==> src/assert_macros.svh <==
// Assertion macros used by the run table top level.
`ifndef ASSERT_MACROS_SVH
`define ASSERT_MACROS_SVH

// Condition must hold at every clock edge out of reset.
`define ASSERT_ALWAYS(lbl, cond) \
	lbl: assert property (@(posedge clk) disable iff (!arst_n) (cond)) \
		else $error("assertion failed");

// Consequent must hold in the cycle after the antecedent.
`define ASSERT_NEXT(lbl, ante, cons) \
	lbl: assert property (@(posedge clk) disable iff (!arst_n) (ante) |=> (cons)) \
		else $error("assertion failed");

`endif

==> src/iprt_ram.sv <==
// Generic single-port RAM with registered read.
`default_nettype none
module iprt_ram #(
	parameter int WIDTH = 8,
	parameter int DEPTH = 16
) (
	input wire logic clk,
	input wire logic we,
	input wire logic [$clog2(DEPTH)-1:0] addr,
	input wire logic [WIDTH-1:0] wdata,
	output logic [WIDTH-1:0] rdata
);
	logic [WIDTH-1:0] mem [DEPTH];

	always_ff @(posedge clk) begin
		if (we) begin
			mem[addr] <= wdata;
		end
		rdata <= mem[addr];
	end
endmodule
`default_nettype wire

==> config.mk <==
export PLATFORM = sky130hd
export DESIGN_NAME = iprt_ram
export DESIGN_NICKNAME = d
export VERILOG_FILES = /design/src/assert_macros.svh /design/src/iprt_ram.sv
export SDC_FILE = /design/constraint.sdc
export NUM_CORES = 1
export LEC_CHECK = 0
export ABC_CLOCK_PERIOD_IN_PS = 2500
export BUFFER_PORTS_ARGS = -buffer_cell sky130_fd_sc_hd__buf_2
export CAP_MARGIN = 40
export CORE_ASPECT_RATIO = 0.6
export CORE_UTILIZATION = 45
export DETAILED_ROUTE_END_ITERATION = 8
export PLACE_DENSITY = 0.73
export SYNTH_ARGS = -nofsm -noshare
export SYNTH_HDL_FRONTEND = slang
export SYNTH_SLANG_ARGS = --single-unit
export TNS_END_PERCENT = 10
==> constraint.sdc <==
create_clock -name clk -period 2.5 [get_ports clk]
set_clock_uncertainty 0.1 [all_clocks]
set_input_delay 0.125 -clock clk [delete_from_list [all_inputs] [get_ports clk]]
set_output_delay 0.125 -clock clk [all_outputs]
set_load 0.01 [all_outputs]
==> summary.md <==
| Metric | Value |
|---|---|
| Final net count | `295` |
| Chip height | `84.2 um` |
| Placer Congestion | `0.770` |
| RSZ-0062 raised after global routing | `no` |
| Fillcell total | `783` |
| Path type of the worst setup path | `input pin to flip-flop` |
| Total Routed Length | `between 9 and 10 mm` |
| Antenna Diode Count | `0` |
| Sequence of cells on the critical path | `buf_2 > buf_4 > mux4_2 > a22oi_1 > nand2_1` |
| Die Outline Area | `11700 um2` |
| CP Depth | `5` |
| Initial antenna violation count | `1` |
| Die width | `about 140 um` |
| Normalized max-slew margin | `between 40 and 50%` |
| Final antenna-violating net count | `0` |
| Met2 demand-to-capacity share in global routing | `27.5%` |
| Largest net degree at the start of global routing | `26` |
| Worst-skew pair later-pin latency | `0.41 ns` |
| Gate family responsible for the most delay along the worst path | `buffers and inverters` |
| Most frequent standard cell in the layout excluding fill and tap cells | `sky130_fd_sc_hd__edfxtp_1` |
| Main area contributors after synthesis | `sky130_fd_sc_hd__edfxtp_1, sky130_fd_sc_hd__mux4_2, sky130_fd_sc_hd__dfxtp_1` |
| Violated checks | `design-rule violations` |
| Core footprint | `10700 um2` |
| Post-CTS setup repair buffer count | `0` |
| Grt met1 use | `28.0%` |
| Total number of H-tree levels | `4` |
| Global-route wire length before repair | `around 16 mm` |
| Arrival time of data at the critical path endpoint | `between 1.5 and 2 ns` |
| Final routed wire length divided by cell count | `roughly 23 um` |
| Clock Root Buffer | `sky130_fd_sc_hd__clkbuf_16` |
| Post-cts resize count | `0` |
| Portion of the post-synthesis area used by sequential elements | `79.0%` |
| Worst endpoint required time | `2.68 ns` |
| Pleak | `2.04 nW` |
| Row count | `29` |
| Largest fanout of any net on the critical path | `15` |
| Number of CTS-inserted buffers | `17` |
| Fraction of post-synthesis cell area in the top cell type by area | `75.9%` |
| Top library cells by usage in the layout, fill and taps aside | `sky130_fd_sc_hd__edfxtp_1, sky130_fd_sc_hd__mux4_2, sky130_fd_sc_hd__buf_2` |
| Share of layout cells above drive strength 1 | `35.0%` |
| TritonRoute pass-1 iters | `6` |
| Final Setup Violations | `0` |
| Multi-input logic area | `1000 um2` |
| Worst reg2reg path depth | `3` |
| Buffer levels on the longest clock path | `2` |
| 1st-iter DRT viols | `242` |
| Post-synthesis instance area | `~5000 um2` |
| TritonCTS clock tree | `done` |
| Avg Cell Area, Syn | `22.0 um2` |
| Gate count of the mapped netlist | `230` |
| Slowest stage cell on the critical path | `sky130_fd_sc_hd__mux4_2` |
| Boundary pin count | `22` |
| Peak clock frequency supported by timing | `684 MHz` |
| Post-route total power | `about 0.0054 W` |
| Number of global-route vias before repair | `2604` |
| Distinct cell type count after synthesis | `18` |
| Final count of pins violating max slew | `0` |
| Port Buffer Count | `21` |
| Ys Warns | `0` |
| Final hold vios | `0` |
| Kind of start point of the critical path | `input pin` |
| Final worst path period share | `58.5%` |
| Seq cells post-synth | `~140` |
| Post-layout minimum cycle time | `1.46 ns` |
| Remaining DRCs | `3` |
| Slew at the pin closest to its max-slew limit | `between 0.8 and 0.9 ns` |
| Initial Util | `47.2%` |
| GR met3 Demand/Resource | `under 10%` |
| Area growth from synthesis to final layout | `20.4%` |
| Cell taking the most area after synthesis | `sky130_fd_sc_hd__edfxtp_1` |
| Remaining global-route overflow | `0` |
| Tot GR Track Use | `between 10% and 20%` |
| Max-cap viol count | `0` |
| Clock slew at reported path FFs | `around 0.06 ns` |
| Syn nets | `244` |
| Worst IR drop on VDD | `0.000619 V` |
| HPWL after detailed placement | `6.28 mm` |
| Via density per instance | `5.61` |
| Most used routing layer | `met1` |
| Worst hold path cell count | `1` |
| Total power per unit cell area | `888 nW/um2` |
| Status | `finished, violations left` |
| Number of sinks handled by clock tree synthesis | `136` |
| Number of vias after detailed routing | `2428` |
| CP bufs+invs | `2` |
| Sequential standard cell area | `4000 um2` |
| Count of hold-fix buffers inserted at cts | `4` |
| Delay of the slowest cell on the worst path | `0.55 ns` |
| Total negative setup slack | `0 ns` |
| Worst hold-check path type | `input pin to flip-flop` |
| Nature of the critical path endpoint | `flip-flop` |
path summary, 6_finish.rpt:
kind	slack [ns]	endpoint	from
setup / recovery	1.04	rdata[2]	addr[0]
hold / removal	0.01	mem[15][5]	wdata[5]
setup reg to reg	1.07	rdata[0]	mem[4][0]
hold reg to reg	0.58	rdata[7]	mem[15][7]
layer usage:
layer	routed length [um]	share of wire, %
met5	0	0
met3	550	5.5
met2	4410	44
met1	4910	49
met4	70	0.70
cells in the mapped netlist:
library cell,instances
sky130_fd_sc_hd__nand2b_1,2
sky130_fd_sc_hd__nor2_1,13
sky130_fd_sc_hd__edfxtp_1,128
sky130_fd_sc_hd__buf_2,2
sky130_fd_sc_hd__clkbuf_1,2
sky130_fd_sc_hd__nand3_1,1
sky130_fd_sc_hd__buf_6,2
sky130_fd_sc_hd__nand2_1,9
sky130_fd_sc_hd__clkbuf_2,1
sky130_fd_sc_hd__buf_1,4
sky130_fd_sc_hd__mux4_2,32
sky130_fd_sc_hd__nand3b_1,2
sky130_fd_sc_hd__a22oi_1,16
sky130_fd_sc_hd__nor2b_1,2
sky130_fd_sc_hd__or3b_2,1
sky130_fd_sc_hd__and2_1,1
sky130_fd_sc_hd__dfxtp_1,8
sky130_fd_sc_hd__nor3_1,4
cell families (layout without fill, tap and decap cells):
family                 after synthesis  count (layout)  share of synthesized area, %
AOI/OAI and AO/OA                   16              16                          2.37
buffers and inverters               11              75                          1.19
DFF                                136             136                          79.0
muxes                               32              32                          14.2
and+or+nand+nor                     35              35                          3.21
power breakdown:
part / total (W) / switching, W / leakage [nW] / internal [W]
combinational: 0.000241 / 0.000137 / 0.510 / 0.000104
sequential: 0.00257 / 0.0000177 / 1.22 / 0.00255
clock: 0.00261 / 0.000935 / 0.301 / 0.00167
total: 0.00542 / 0.00109 / 2.04 / 0.00433
stage by stage:
step	utilization [%]	worst slack [ns]	instance area [um2]	cells	hold WS, ns
2_1_floorplan	-	0.782	5070	230	0.124
3_3_place_gp	50.6	0.661	5430	397	0.410
3_5_place_dp	50.6	0.607	5430	397	0.418
4_1_cts	56.8	1.03	6100	433	0.00213
5_1_grt	56.8	0.944	6100	433	0.00668
6_report	56.8	1.04	6100	433	0.0116
flip-flops by register name, indices dropped and copies added (netlist names):
register,flops
mem,128
rdata,8
area by class of cell:
cell class / instances / area share (%)
flip-flops and latches: 136 / 65.6
clock buffers: 17 / 6.97
well taps: 139 / 2.85
clock inverters: 15 / 3.30
multi-input cells: 83 / 16.4
repair buffers: 43 / 4.80
(Power assumes the default switching activity.)
